$ cat src/clw_pkg.sv
// Shared types, codes and constants of the character display nibble writer.
`default_nettype none
package clw_pkg;

  localparam int CFG_W      = 16;
  localparam int NUM_BITS   = 32;
  localparam int BCD_DIGITS = 10;
  localparam int ITEM_W     = $clog2(BCD_DIGITS + 1);
  localparam int STEP_W     = $clog2(NUM_BITS);

  localparam int DEF_MAX_DIGITS = 10;

  // Request kinds.
  localparam logic [2:0] REQ_INIT   = 3'd0;
  localparam logic [2:0] REQ_CMD    = 3'd1;
  localparam logic [2:0] REQ_DATA   = 3'd2;
  localparam logic [2:0] REQ_NUMBER = 3'd3;
  localparam logic [2:0] REQ_CURSOR = 3'd4;
  localparam logic [2:0] REQ_SHIFT  = 3'd5;
  localparam logic [2:0] REQ_CLEAR  = 3'd6;

  // Configuration register indexes.
  localparam logic [1:0] CFG_PULSE    = 2'd0;
  localparam logic [1:0] CFG_SETTLE   = 2'd1;
  localparam logic [1:0] CFG_CLEAR    = 2'd2;
  localparam logic [1:0] CFG_POWER_UP = 2'd3;

  localparam logic [CFG_W-1:0] RST_PULSE    = 16'd1000;
  localparam logic [CFG_W-1:0] RST_SETTLE   = 16'd45;
  localparam logic [CFG_W-1:0] RST_CLEAR    = 16'd2000;
  localparam logic [CFG_W-1:0] RST_POWER_UP = 16'd40000;

  // Display command bytes.
  localparam logic [7:0] CMD_INIT_NIBBLE = 8'h02;
  localparam logic [7:0] CMD_FUNC_SET    = 8'h28;
  localparam logic [7:0] CMD_DISPLAY_ON  = 8'h0F;
  localparam logic [7:0] CMD_CLEAR       = 8'h01;
  localparam logic [7:0] CMD_ENTRY_MODE  = 8'h06;
  localparam logic [7:0] CMD_SHIFT_RIGHT = 8'h1C;
  localparam logic [7:0] CMD_SHIFT_LEFT  = 8'h18;
  localparam logic [7:0] LINE0_BASE      = 8'h80;
  localparam logic [7:0] LINE1_BASE      = 8'hC0;
  localparam logic [7:0] ASCII_ZERO      = 8'h30;

  // Items of the init sequence.
  localparam logic [ITEM_W-1:0] INIT_ITEM_NIBBLE = 4'd0;
  localparam logic [ITEM_W-1:0] INIT_ITEM_FUNC   = 4'd1;
  localparam logic [ITEM_W-1:0] INIT_ITEM_DISP   = 4'd2;
  localparam logic [ITEM_W-1:0] INIT_ITEM_CLEAR  = 4'd3;
  localparam logic [ITEM_W-1:0] INIT_ITEM_LAST   = 4'd4;

  typedef struct packed {
    logic [2:0]  req_type;
    logic [7:0]  byte_value;
    logic [31:0] number_value;
    logic        line_select;
    logic [5:0]  cursor_column;
    logic        shift_right;
  } req_t;

  typedef struct packed {
    logic             reg_select;
    logic [3:0]       bus_nibble;
    logic [CFG_W-1:0] wait_before_us;
    logic [CFG_W-1:0] pulse_us;
    logic [CFG_W-1:0] wait_after_us;
    logic             last_transfer;
  } xfer_t;

  typedef struct packed {
    logic              load_req;
    logic              conv_start;
    logic              conv_step;
    logic              count_digits;
    logic              emit;
    logic              half;
    logic [ITEM_W-1:0] item_idx;
    logic              last;
  } ctl_cmd_t;

  typedef struct packed {
    logic              out_free;
    logic [ITEM_W-1:0] digit_cnt;
  } dp_status_t;

endpackage
`default_nettype wire

$ cat src/clw_ctrl.sv
// Controller state machine that walks a request through conversion and transfers.
`default_nettype none
module clw_ctrl (
  input  wire logic                clk,
  input  wire logic                rst_n,
  input  wire logic                in_valid,
  input  wire logic [2:0]          in_req_type,
  output logic                     in_stall,
  input  wire clw_pkg::dp_status_t status,
  output clw_pkg::ctl_cmd_t        cmd
);

  typedef enum logic [1:0] {
    ST_IDLE,
    ST_CONVERT,
    ST_COUNT,
    ST_SEND
  } state_t;

  state_t                          state_r, state_nxt;
  logic [2:0]                      kind_r, kind_nxt;
  logic                            half_r, half_nxt;
  logic [clw_pkg::ITEM_W-1:0]      item_r, item_nxt;
  logic [clw_pkg::STEP_W-1:0]      step_r, step_nxt;
  logic [clw_pkg::ITEM_W-1:0]      last_item;

  always_comb begin
    case (kind_r)
      clw_pkg::REQ_INIT:   last_item = clw_pkg::INIT_ITEM_LAST;
      clw_pkg::REQ_NUMBER: last_item = status.digit_cnt - clw_pkg::ITEM_W'(1);
      default:             last_item = '0;
    endcase
  end

  always_comb begin
    state_nxt = state_r;
    kind_nxt  = kind_r;
    half_nxt  = half_r;
    item_nxt  = item_r;
    step_nxt  = step_r;
    in_stall  = (state_r != ST_IDLE);
    cmd       = '0;
    cmd.half     = half_r;
    cmd.item_idx = item_r;
    case (state_r)
      ST_IDLE: begin
        if (in_valid) begin
          cmd.load_req = 1'b1;
          kind_nxt     = in_req_type;
          item_nxt     = '0;
          // The init sequence opens with a lone low nibble.
          half_nxt     = (in_req_type == clw_pkg::REQ_INIT);
          if (in_req_type == clw_pkg::REQ_NUMBER) begin
            cmd.conv_start = 1'b1;
            step_nxt       = '0;
            state_nxt      = ST_CONVERT;
          end else if (in_req_type inside {[clw_pkg::REQ_INIT:clw_pkg::REQ_CLEAR]}) begin
            state_nxt = ST_SEND;
          end
        end
      end
      ST_CONVERT: begin
        cmd.conv_step = 1'b1;
        step_nxt      = step_r + clw_pkg::STEP_W'(1);
        if (step_r == clw_pkg::STEP_W'(clw_pkg::NUM_BITS - 1)) begin
          state_nxt = ST_COUNT;
        end
      end
      ST_COUNT: begin
        cmd.count_digits = 1'b1;
        state_nxt        = ST_SEND;
      end
      ST_SEND: begin
        if (status.out_free) begin
          cmd.emit = 1'b1;
          cmd.last = half_r && (item_r == last_item);
          if (!half_r) begin
            half_nxt = 1'b1;
          end else begin
            half_nxt = 1'b0;
            item_nxt = item_r + clw_pkg::ITEM_W'(1);
          end
          if (cmd.last) begin
            state_nxt = ST_IDLE;
          end
        end
      end
      default: begin
        state_nxt = ST_IDLE;
      end
    endcase
  end

  always_ff @(posedge clk) begin
    if (!rst_n) begin
      state_r <= ST_IDLE;
      kind_r  <= '0;
      half_r  <= 1'b0;
      item_r  <= '0;
      step_r  <= '0;
    end else begin
      state_r <= state_nxt;
      kind_r  <= kind_nxt;
      half_r  <= half_nxt;
      item_r  <= item_nxt;
      step_r  <= step_nxt;
    end
  end

endmodule
`default_nettype wire

$ cat src/clw_datapath.sv
// Datapath: configuration registers, binary to decimal converter and output word register.
`default_nettype none
module clw_datapath #(
  parameter int MAX_DIGITS = clw_pkg::DEF_MAX_DIGITS
) (
  input  wire logic                      clk,
  input  wire logic                      rst_n,
  input  wire logic                      cfg_we,
  input  wire logic [1:0]                cfg_index,
  input  wire logic [clw_pkg::CFG_W-1:0] cfg_data,
  input  wire clw_pkg::req_t             in_data,
  output logic                           out_valid,
  input  wire logic                      out_stall,
  output clw_pkg::xfer_t                 out_data,
  input  wire clw_pkg::ctl_cmd_t         cmd,
  output clw_pkg::dp_status_t            status
);

  localparam int ITEM_W = clw_pkg::ITEM_W;

  logic [clw_pkg::CFG_W-1:0] pulse_r, settle_r, clear_r, power_up_r;
  clw_pkg::req_t             req_r;
  logic [clw_pkg::NUM_BITS-1:0] bin_r;
  logic [3:0]                bcd_r [clw_pkg::BCD_DIGITS];
  logic [3:0]                bcd_nxt [clw_pkg::BCD_DIGITS];
  logic [3:0]                bcd_adj [clw_pkg::BCD_DIGITS];
  logic [ITEM_W-1:0]         digit_cnt_r, digit_cnt_nxt;
  logic [ITEM_W-1:0]         ndig;
  logic [ITEM_W-1:0]         digit_idx;
  logic [3:0]                digit;
  logic                      out_valid_r;
  clw_pkg::xfer_t            out_data_r, xfer_nxt;
  logic [7:0]                byte_sel;
  logic                      rs_sel;
  logic [clw_pkg::CFG_W-1:0] after_sel, before_sel;

  always_ff @(posedge clk) begin
    if (!rst_n) begin
      pulse_r    <= clw_pkg::RST_PULSE;
      settle_r   <= clw_pkg::RST_SETTLE;
      clear_r    <= clw_pkg::RST_CLEAR;
      power_up_r <= clw_pkg::RST_POWER_UP;
    end else if (cfg_we) begin
      case (cfg_index)
        clw_pkg::CFG_PULSE:    pulse_r    <= cfg_data;
        clw_pkg::CFG_SETTLE:   settle_r   <= cfg_data;
        clw_pkg::CFG_CLEAR:    clear_r    <= cfg_data;
        clw_pkg::CFG_POWER_UP: power_up_r <= cfg_data;
        default: ;
      endcase
    end
  end

  always_ff @(posedge clk) begin
    if (cmd.load_req) begin
      req_r <= in_data;
    end
  end

  // Shift-and-add-3 conversion, one input bit per cycle.
  always_comb begin
    for (int i = 0; i < clw_pkg::BCD_DIGITS; i++) begin
      bcd_adj[i] = (bcd_r[i] >= 4'd5) ? bcd_r[i] + 4'd3 : bcd_r[i];
    end
    bcd_nxt[0] = {bcd_adj[0][2:0], bin_r[clw_pkg::NUM_BITS-1]};
    for (int i = 1; i < clw_pkg::BCD_DIGITS; i++) begin
      bcd_nxt[i] = {bcd_adj[i][2:0], bcd_adj[i-1][3]};
    end
  end

  always_ff @(posedge clk) begin
    if (cmd.conv_start) begin
      bin_r <= in_data.number_value;
      for (int i = 0; i < clw_pkg::BCD_DIGITS; i++) begin
        bcd_r[i] <= '0;
      end
    end else if (cmd.conv_step) begin
      bin_r <= {bin_r[clw_pkg::NUM_BITS-2:0], 1'b0};
      for (int i = 0; i < clw_pkg::BCD_DIGITS; i++) begin
        bcd_r[i] <= bcd_nxt[i];
      end
    end
  end

  // Number of significant digits, at least one, then held to the digit limit.
  always_comb begin
    ndig = ITEM_W'(1);
    for (int i = 1; i < clw_pkg::BCD_DIGITS; i++) begin
      if (bcd_r[i] != 4'd0) begin
        ndig = ITEM_W'(i + 1);
      end
    end
    digit_cnt_nxt = (int'(ndig) > MAX_DIGITS) ? ITEM_W'(MAX_DIGITS) : ndig;
  end

  always_ff @(posedge clk) begin
    if (!rst_n) begin
      digit_cnt_r <= ITEM_W'(1);
    end else if (cmd.count_digits) begin
      digit_cnt_r <= digit_cnt_nxt;
    end
  end

  // Digits go out most significant first among those kept.
  always_comb begin
    digit_idx = digit_cnt_r - ITEM_W'(1) - cmd.item_idx;
    digit     = '0;
    for (int i = 0; i < clw_pkg::BCD_DIGITS; i++) begin
      if (digit_idx == ITEM_W'(i)) begin
        digit = bcd_r[i];
      end
    end
  end

  always_comb begin
    byte_sel   = '0;
    rs_sel     = 1'b0;
    after_sel  = '0;
    before_sel = '0;
    case (req_r.req_type)
      clw_pkg::REQ_INIT: begin
        case (cmd.item_idx)
          clw_pkg::INIT_ITEM_NIBBLE: begin
            byte_sel   = clw_pkg::CMD_INIT_NIBBLE;
            before_sel = power_up_r;
          end
          clw_pkg::INIT_ITEM_FUNC: begin
            byte_sel  = clw_pkg::CMD_FUNC_SET;
            after_sel = settle_r;
          end
          clw_pkg::INIT_ITEM_DISP: begin
            byte_sel  = clw_pkg::CMD_DISPLAY_ON;
            after_sel = settle_r;
          end
          clw_pkg::INIT_ITEM_CLEAR: begin
            byte_sel  = clw_pkg::CMD_CLEAR;
            after_sel = clear_r;
          end
          default: begin
            byte_sel = clw_pkg::CMD_ENTRY_MODE;
          end
        endcase
      end
      clw_pkg::REQ_CMD: begin
        byte_sel = req_r.byte_value;
      end
      clw_pkg::REQ_DATA: begin
        byte_sel = req_r.byte_value;
        rs_sel   = 1'b1;
      end
      clw_pkg::REQ_NUMBER: begin
        byte_sel = clw_pkg::ASCII_ZERO + {4'd0, digit};
        rs_sel   = 1'b1;
      end
      clw_pkg::REQ_CURSOR: begin
        byte_sel  = (req_r.line_select ? clw_pkg::LINE1_BASE : clw_pkg::LINE0_BASE)
                    + {2'd0, req_r.cursor_column};
        after_sel = settle_r;
      end
      clw_pkg::REQ_SHIFT: begin
        byte_sel  = req_r.shift_right ? clw_pkg::CMD_SHIFT_RIGHT : clw_pkg::CMD_SHIFT_LEFT;
        after_sel = settle_r;
      end
      clw_pkg::REQ_CLEAR: begin
        byte_sel  = clw_pkg::CMD_CLEAR;
        after_sel = clear_r;
      end
      default: ;
    endcase
  end

  always_comb begin
    xfer_nxt.reg_select     = rs_sel;
    xfer_nxt.bus_nibble     = cmd.half ? byte_sel[3:0] : byte_sel[7:4];
    xfer_nxt.wait_before_us = before_sel;
    xfer_nxt.pulse_us       = pulse_r;
    xfer_nxt.wait_after_us  = cmd.half ? after_sel : '0;
    xfer_nxt.last_transfer  = cmd.last;
  end

  always_ff @(posedge clk) begin
    if (!rst_n) begin
      out_valid_r <= 1'b0;
    end else if (cmd.emit) begin
      out_valid_r <= 1'b1;
    end else if (!out_stall) begin
      out_valid_r <= 1'b0;
    end
  end

  always_ff @(posedge clk) begin
    if (cmd.emit) begin
      out_data_r <= xfer_nxt;
    end
  end

  assign out_valid        = out_valid_r;
  assign out_data         = out_data_r;
  assign status.out_free  = !out_valid_r || !out_stall;
  assign status.digit_cnt = digit_cnt_r;

endmodule
`default_nettype wire

$ cat src/char_lcd_4bit_writer.sv
// Top level of the 4-bit character display writer.
//
// Usage: a request word enters on in_valid/in_stall/in_data (req_t) and turns
// into a run of nibble transfer words on out_valid/out_stall/out_data (xfer_t),
// high nibble before low nibble, the final word marked by last_transfer.
// Configuration registers are written through cfg_we/cfg_index/cfg_data, one
// per cycle. The user must write them only while no request is in flight; the
// block does not enforce it. Timing: once a request is accepted, each of its
// transfer words is registered into the output register by the send state
// whenever that register is free. A number request first runs the converter
// over all 32 input bits (one input bit per cycle) and then a digit count step
// before its first word goes out. After that one word leaves per cycle without
// stall: 2 words per byte, 9 for init, up to 20 for a number. in_stall stays
// high while a request is worked on and drops once its last word sits in the
// output register, so the next request can be taken while that word waits.
// When the receiver stalls, the output word holds and the sequence pauses.
// A reset restores the register defaults and empties the output register.
`default_nettype none
module char_lcd_4bit_writer #(
  parameter int MAX_DIGITS = clw_pkg::DEF_MAX_DIGITS
) (
  input  wire logic                      clk,
  input  wire logic                      rst_n,
  input  wire logic                      in_valid,
  output logic                           in_stall,
  input  wire clw_pkg::req_t             in_data,
  output logic                           out_valid,
  input  wire logic                      out_stall,
  output clw_pkg::xfer_t                 out_data,
  input  wire logic                      cfg_we,
  input  wire logic [1:0]                cfg_index,
  input  wire logic [clw_pkg::CFG_W-1:0] cfg_data
);

  clw_pkg::ctl_cmd_t   cmd;
  clw_pkg::dp_status_t status;

  clw_ctrl u_ctrl (
    .clk         (clk),
    .rst_n       (rst_n),
    .in_valid    (in_valid),
    .in_req_type (in_data.req_type),
    .in_stall    (in_stall),
    .status      (status),
    .cmd         (cmd)
  );

  clw_datapath #(
    .MAX_DIGITS (MAX_DIGITS)
  ) u_datapath (
    .clk       (clk),
    .rst_n     (rst_n),
    .cfg_we    (cfg_we),
    .cfg_index (cfg_index),
    .cfg_data  (cfg_data),
    .in_data   (in_data),
    .out_valid (out_valid),
    .out_stall (out_stall),
    .out_data  (out_data),
    .cmd       (cmd),
    .status    (status)
  );

endmodule
`default_nettype wire
$ cat config.mk
export PLATFORM = sky130hd
export DESIGN_NAME = char_lcd_4bit_writer
export DESIGN_NICKNAME = d
export VERILOG_FILES = /design/src/clw_pkg.sv /design/src/clw_ctrl.sv /design/src/clw_datapath.sv /design/src/char_lcd_4bit_writer.sv
export SDC_FILE = /design/constraint.sdc
export NUM_CORES = 1
export LEC_CHECK = 0
export BUFFER_PORTS_ARGS = -buffer_cell sky130_fd_sc_hd__buf_2
export CAP_MARGIN = 20
export CORE_MARGIN = 1
export CORE_UTILIZATION = 49
export DETAILED_ROUTE_END_ITERATION = 16
export PLACE_DENSITY = 0.72
export SLEW_MARGIN = 10
export SYNTH_ARGS = -nofsm -noshare
export SYNTH_HDL_FRONTEND = slang
export SYNTH_SLANG_ARGS = --single-unit
$ cat constraint.sdc
create_clock -name clk -period 6.75 [get_ports clk]
set_clock_uncertainty 0.2 [all_clocks]
set_input_delay 0.675 -clock clk [delete_from_list [all_inputs] [get_ports clk]]
set_output_delay 0.675 -clock clk [all_outputs]
set_load 0.05 [all_outputs]
==> results.env <==
PATH_CELLS='inv_1 > ha_1 > nand2_1 > nor2_2 > buf_4 > or2_2 > buf_4'
CLK_PIN_SLEW_NS=0.06
CPMOSTUSEDCELL='sky130_fd_sc_hd__buf_4'
CLOCK.FMAX_MHz=300
CTSROOTBUFFERMASTER='sky130_fd_sc_hd__clkbuf_16'
COUNT_OF_PINS_OVER_THEIR_SLEW_LIMIT=0
GRT_START_MAX_NET_PINS=84
SYNTH.LARGEST_AREA_CELL='sky130_fd_sc_hd__edfxtp_1'
MOST_INSTANTIATED_LIBRARY_CELL_AFTER_SYNTHESIS='sky130_fd_sc_hd__nand2_1'
FINAL_CRITICAL_PERIOD_NS=3.33
SETUP_REPAIR_AFTER_GLOBAL_ROUTING_MISSED_ITS_MARGIN='false'
NUMBER_OF_GLOBAL_ROUTE_VIAS_BEFORE_REPAIR=7358
DESIGN.PORTCOUNT=130
POWER_DENSITY_mW_PER_MM2=393
INITIAL_UTIL=0.506
TOTALWIRELENGTH_UM=22700
TIMING.CRITICAL_PATH.FROM_TYPE='flop'
FINAL_DESIGN_AREA_NO_FILL_MM2=0.0125
DIE_W_UM=150
CTS.REPAIR.RESIZED=0
ARRIVAL_TIME_OF_DATA_AT_THE_CRITICAL_PATH_ENDPOINT_NS=3.29
YOSYSTOPAREACELLSHARE=0.405
DRT_ITER0_DRC=457
DP_HPWL_UM=15500
YOSYS-TOP-CELLS-AREA='sky130_fd_sc_hd__edfxtp_1 (40%), sky130_fd_sc_hd__dfxtp_1 (16%), sky130_fd_sc_hd__nand2_1 (6.7%)'
HTREEDEPTH=1
SYNTHESIS_TO_LAYOUT_AREA_GROWTH_PCT=15.7
STD_CELL_ROWS=53
FINALSETUPVIOLCOUNT=0
ANTENNA_FOUND_INITIAL=0
OUTCOME='finished, final reports clean'
SYNTH_SEQ_AREA_SHARE=0.561
DETAIL_ROUTE.FIRST_PASS.ITERATIONS=4
FIRST_PASS_GRT_WIRE_LENGTH_UM=36600
SYNTH_CELLS=1001
ANTENNA_LEFT=0
TIGHTESTPINTRANSITION_NS=0.890
MIN_PERIOD_OVER_PERIOD=0.494
TIMING.SETUP.TNS_NS=0
RANKING_OF_SYNTHESIZED_CELLS_BY_INSTANCE_COUNT='sky130_fd_sc_hd__nand2_1 (192), sky130_fd_sc_hd__edfxtp_1 (145), sky130_fd_sc_hd__dfxtp_1 (84)'
AVGROUTEDWIREPERCELL_UM=16.1
YS.WARNINGS.COUNT=0
CTS.REPAIR_TIMING.SETUP_BUFFER_COUNT=0
POST_CTS_HOLD_BUFFER_COUNT=0
WORSTPATHBUFFERINVERTERCOUNT=3
MAX_CAP_VIOLATIONS=0
DIE-HEIGHT_UM=150
FINAL_NET_COUNT=1231
ASYNC_RESET_FF_FRAC=0
WORST_SETUP_PATH_END_KIND='flop'
FINAL_HOLD_VIOL_COUNT=0
YOSYS_REGISTER_BITS=229
CRIT_SLOWEST_CELL='sky130_fd_sc_hd__or2_2'
COREAREA_MM2=0.0213
FINAL.SETUP.WORST_SLACK_NS=3.42
STDCELL_COUNT=1414
DETAIL_ROUTE.VIAS_PER_CELL=5.40
GRT-OVFL-TOTAL=0
PORTBUFFERS=129
PATH_CLASS_OF_THE_LOWEST_SLACK_MIN_DELAY_PATH='input pin to flop'
TIMING.CRITICAL_PATH.REQUIRED_NS=6.71
FP.DIEAREA_MM2=0.0226
CLOCK_LATENCY_ON_THE_WORST_SKEW_PAIR_NS=0.53
RELSLEWSLACK=0.406
CLOCK_SINKS=229
SYN_NETS=1111
GLOBAL_ROUTE.USAGE.TOTAL=0.204
WORST_PATH_DOMINANT_CELL_FAMILY='simple AND/OR/NAND/NOR gates'
DRIVE_GT1_FRAC=0.198
CP_MAX_FO=40
LEAKAGE_nW=4.73
CRIT_PATH_MAX_INCR_DELAY_NS=0.69
SYNTH_ENABLE_FLOP_CELLS=145
CELL_AREA_AFTER_SYNTHESIS_MM2=0.0108
POSTLAYOUTCOREUTIL=0.585
YOSYS_MOST_USED_DFF='sky130_fd_sc_hd__edfxtp_1'
CLOCK_BUFFER_COUNT_FROM_CTS=25
N_ANTENNA_CELL=0
REMAINING_DRC_ERRORS=0
PLACE_INST=1369
TYPE_OF_THE_SETUP_PATH_WITH_THE_LEAST_SLACK='flop to flop'
CTS_TREE='yes'
RRSETUPSLACK_NS=3.42
SYN_AVG_CELL_AREA_UM2=10.8
COUNT_OF_UNIQUE_LIBRARY_CELLS_INSTANTIATED_BY_YOSYS=67
PLACEMENT_STAGE_CELL_AREA_MM2=0.0116
DR_TOTAL_VIAS=7630
MAX-VDD-IR-DROP_mV=0.206
PLACE_WORST_SETUP_SLACK_NS=3.37
CTSLONGESTPATHBUFFERS=3
TOTALPOWERFINAL_mW=4.90
GP_CONGESTION=0.830
FIN_WORST_HOLD_SLACK_NS=0.114
## layer usage
metal	global-route usage	part of all wire
met1	0.255	0.44
met3	0.0297	0.043
met2	0.358	0.49
met4	0.0753	0.030
met5	0	0
## logic make-up (layout without fill, tap and decap cells)
logic type,Yosys count,count (layout),synth area share
and+or+nand+nor,394,394,0.173
DFF,229,229,0.561
adders and majority gates,37,37,0.0435
xor gates and xnor gates,30,30,0.0265
buffers and inverters,82,220,0.0298
muxes,46,46,0.0513
AOI/OAI and AO/OA,183,183,0.115
## power breakdown
part           internal, mW  total (mW)  switching [mW]  leakage [nW]
logic                 0.568        1.48           0.916          2.28
registers              1.86        2.08           0.217          2.05
clock network         0.781        1.33           0.553         0.401
total                  3.21        4.90            1.69          4.73
## area by class of cell
class / instances / area (um2)
fill: 1803 / 8830
sequential: 229 / 6040
multi-input combinational: 690 / 4420
clock buffer: 34 / 711
timing repair buffer: 136 / 698
tap: 275 / 344
inverter: 39 / 146
clock inverter: 11 / 103
## final timing paths
path | start | endpoint | cells past startpoint
worst max register to register | u_ctrl.state_r[0] | u_datapath.bcd_r[0][3] | 7
worst min register to register | u_datapath.pulse_r[2] | u_datapath.out_data[19] | 0
worst min-delay path | in_data[7] | u_datapath.req_r[7] | 1
worst max-delay path | u_ctrl.state_r[0] | u_datapath.bcd_r[0][3] | 7
## registers in the layout (all words and copies together) (netlist names), 4 cells and up
| signal | count |
|---|---|
| u_datapath.req_r | 19 |
| u_ctrl.step_r | 5 |
| u_datapath.pulse_r | 16 |
| u_datapath.clear_r | 16 |
| u_datapath.settle_r | 16 |
| u_datapath.out_data | 54 |
| u_ctrl.item_r | 4 |
| u_datapath.bin_r | 32 |
| u_datapath.digit_cnt_r | 4 |
| u_datapath.bcd_r | 40 |
| u_datapath.power_up_r | 16 |
## worst reg2reg max path, delay by kind of cell, from the launching register on
kind                     cells  cell delay, ns
AND/OR/NAND/NOR              3            1.06
adder cells (fa/ha/maj)      1            0.30
buffers and inverters        3            1.03
flip-flops                   1            0.33
## cells in the final DEF, fill, tap and decap left out, types with 20 or more instances in the layout
cell,n
sky130_fd_sc_hd__nand2_1,192
sky130_fd_sc_hd__edfxtp_1,145
sky130_fd_sc_hd__buf_2,129
sky130_fd_sc_hd__dfxtp_1,84
sky130_fd_sc_hd__nor2_1,58
sky130_fd_sc_hd__a21boi_0,45
sky130_fd_sc_hd__and2_1,42
sky130_fd_sc_hd__inv_1,39
sky130_fd_sc_hd__o21ai_0,38
sky130_fd_sc_hd__ha_1,35
sky130_fd_sc_hd__mux2_2,33
sky130_fd_sc_hd__nand3_1,31
sky130_fd_sc_hd__a21oi_1,28
sky130_fd_sc_hd__clkbuf_16,26
sky130_fd_sc_hd__a22oi_1,20
Note: power is estimated with default switching activity, not from simulation.
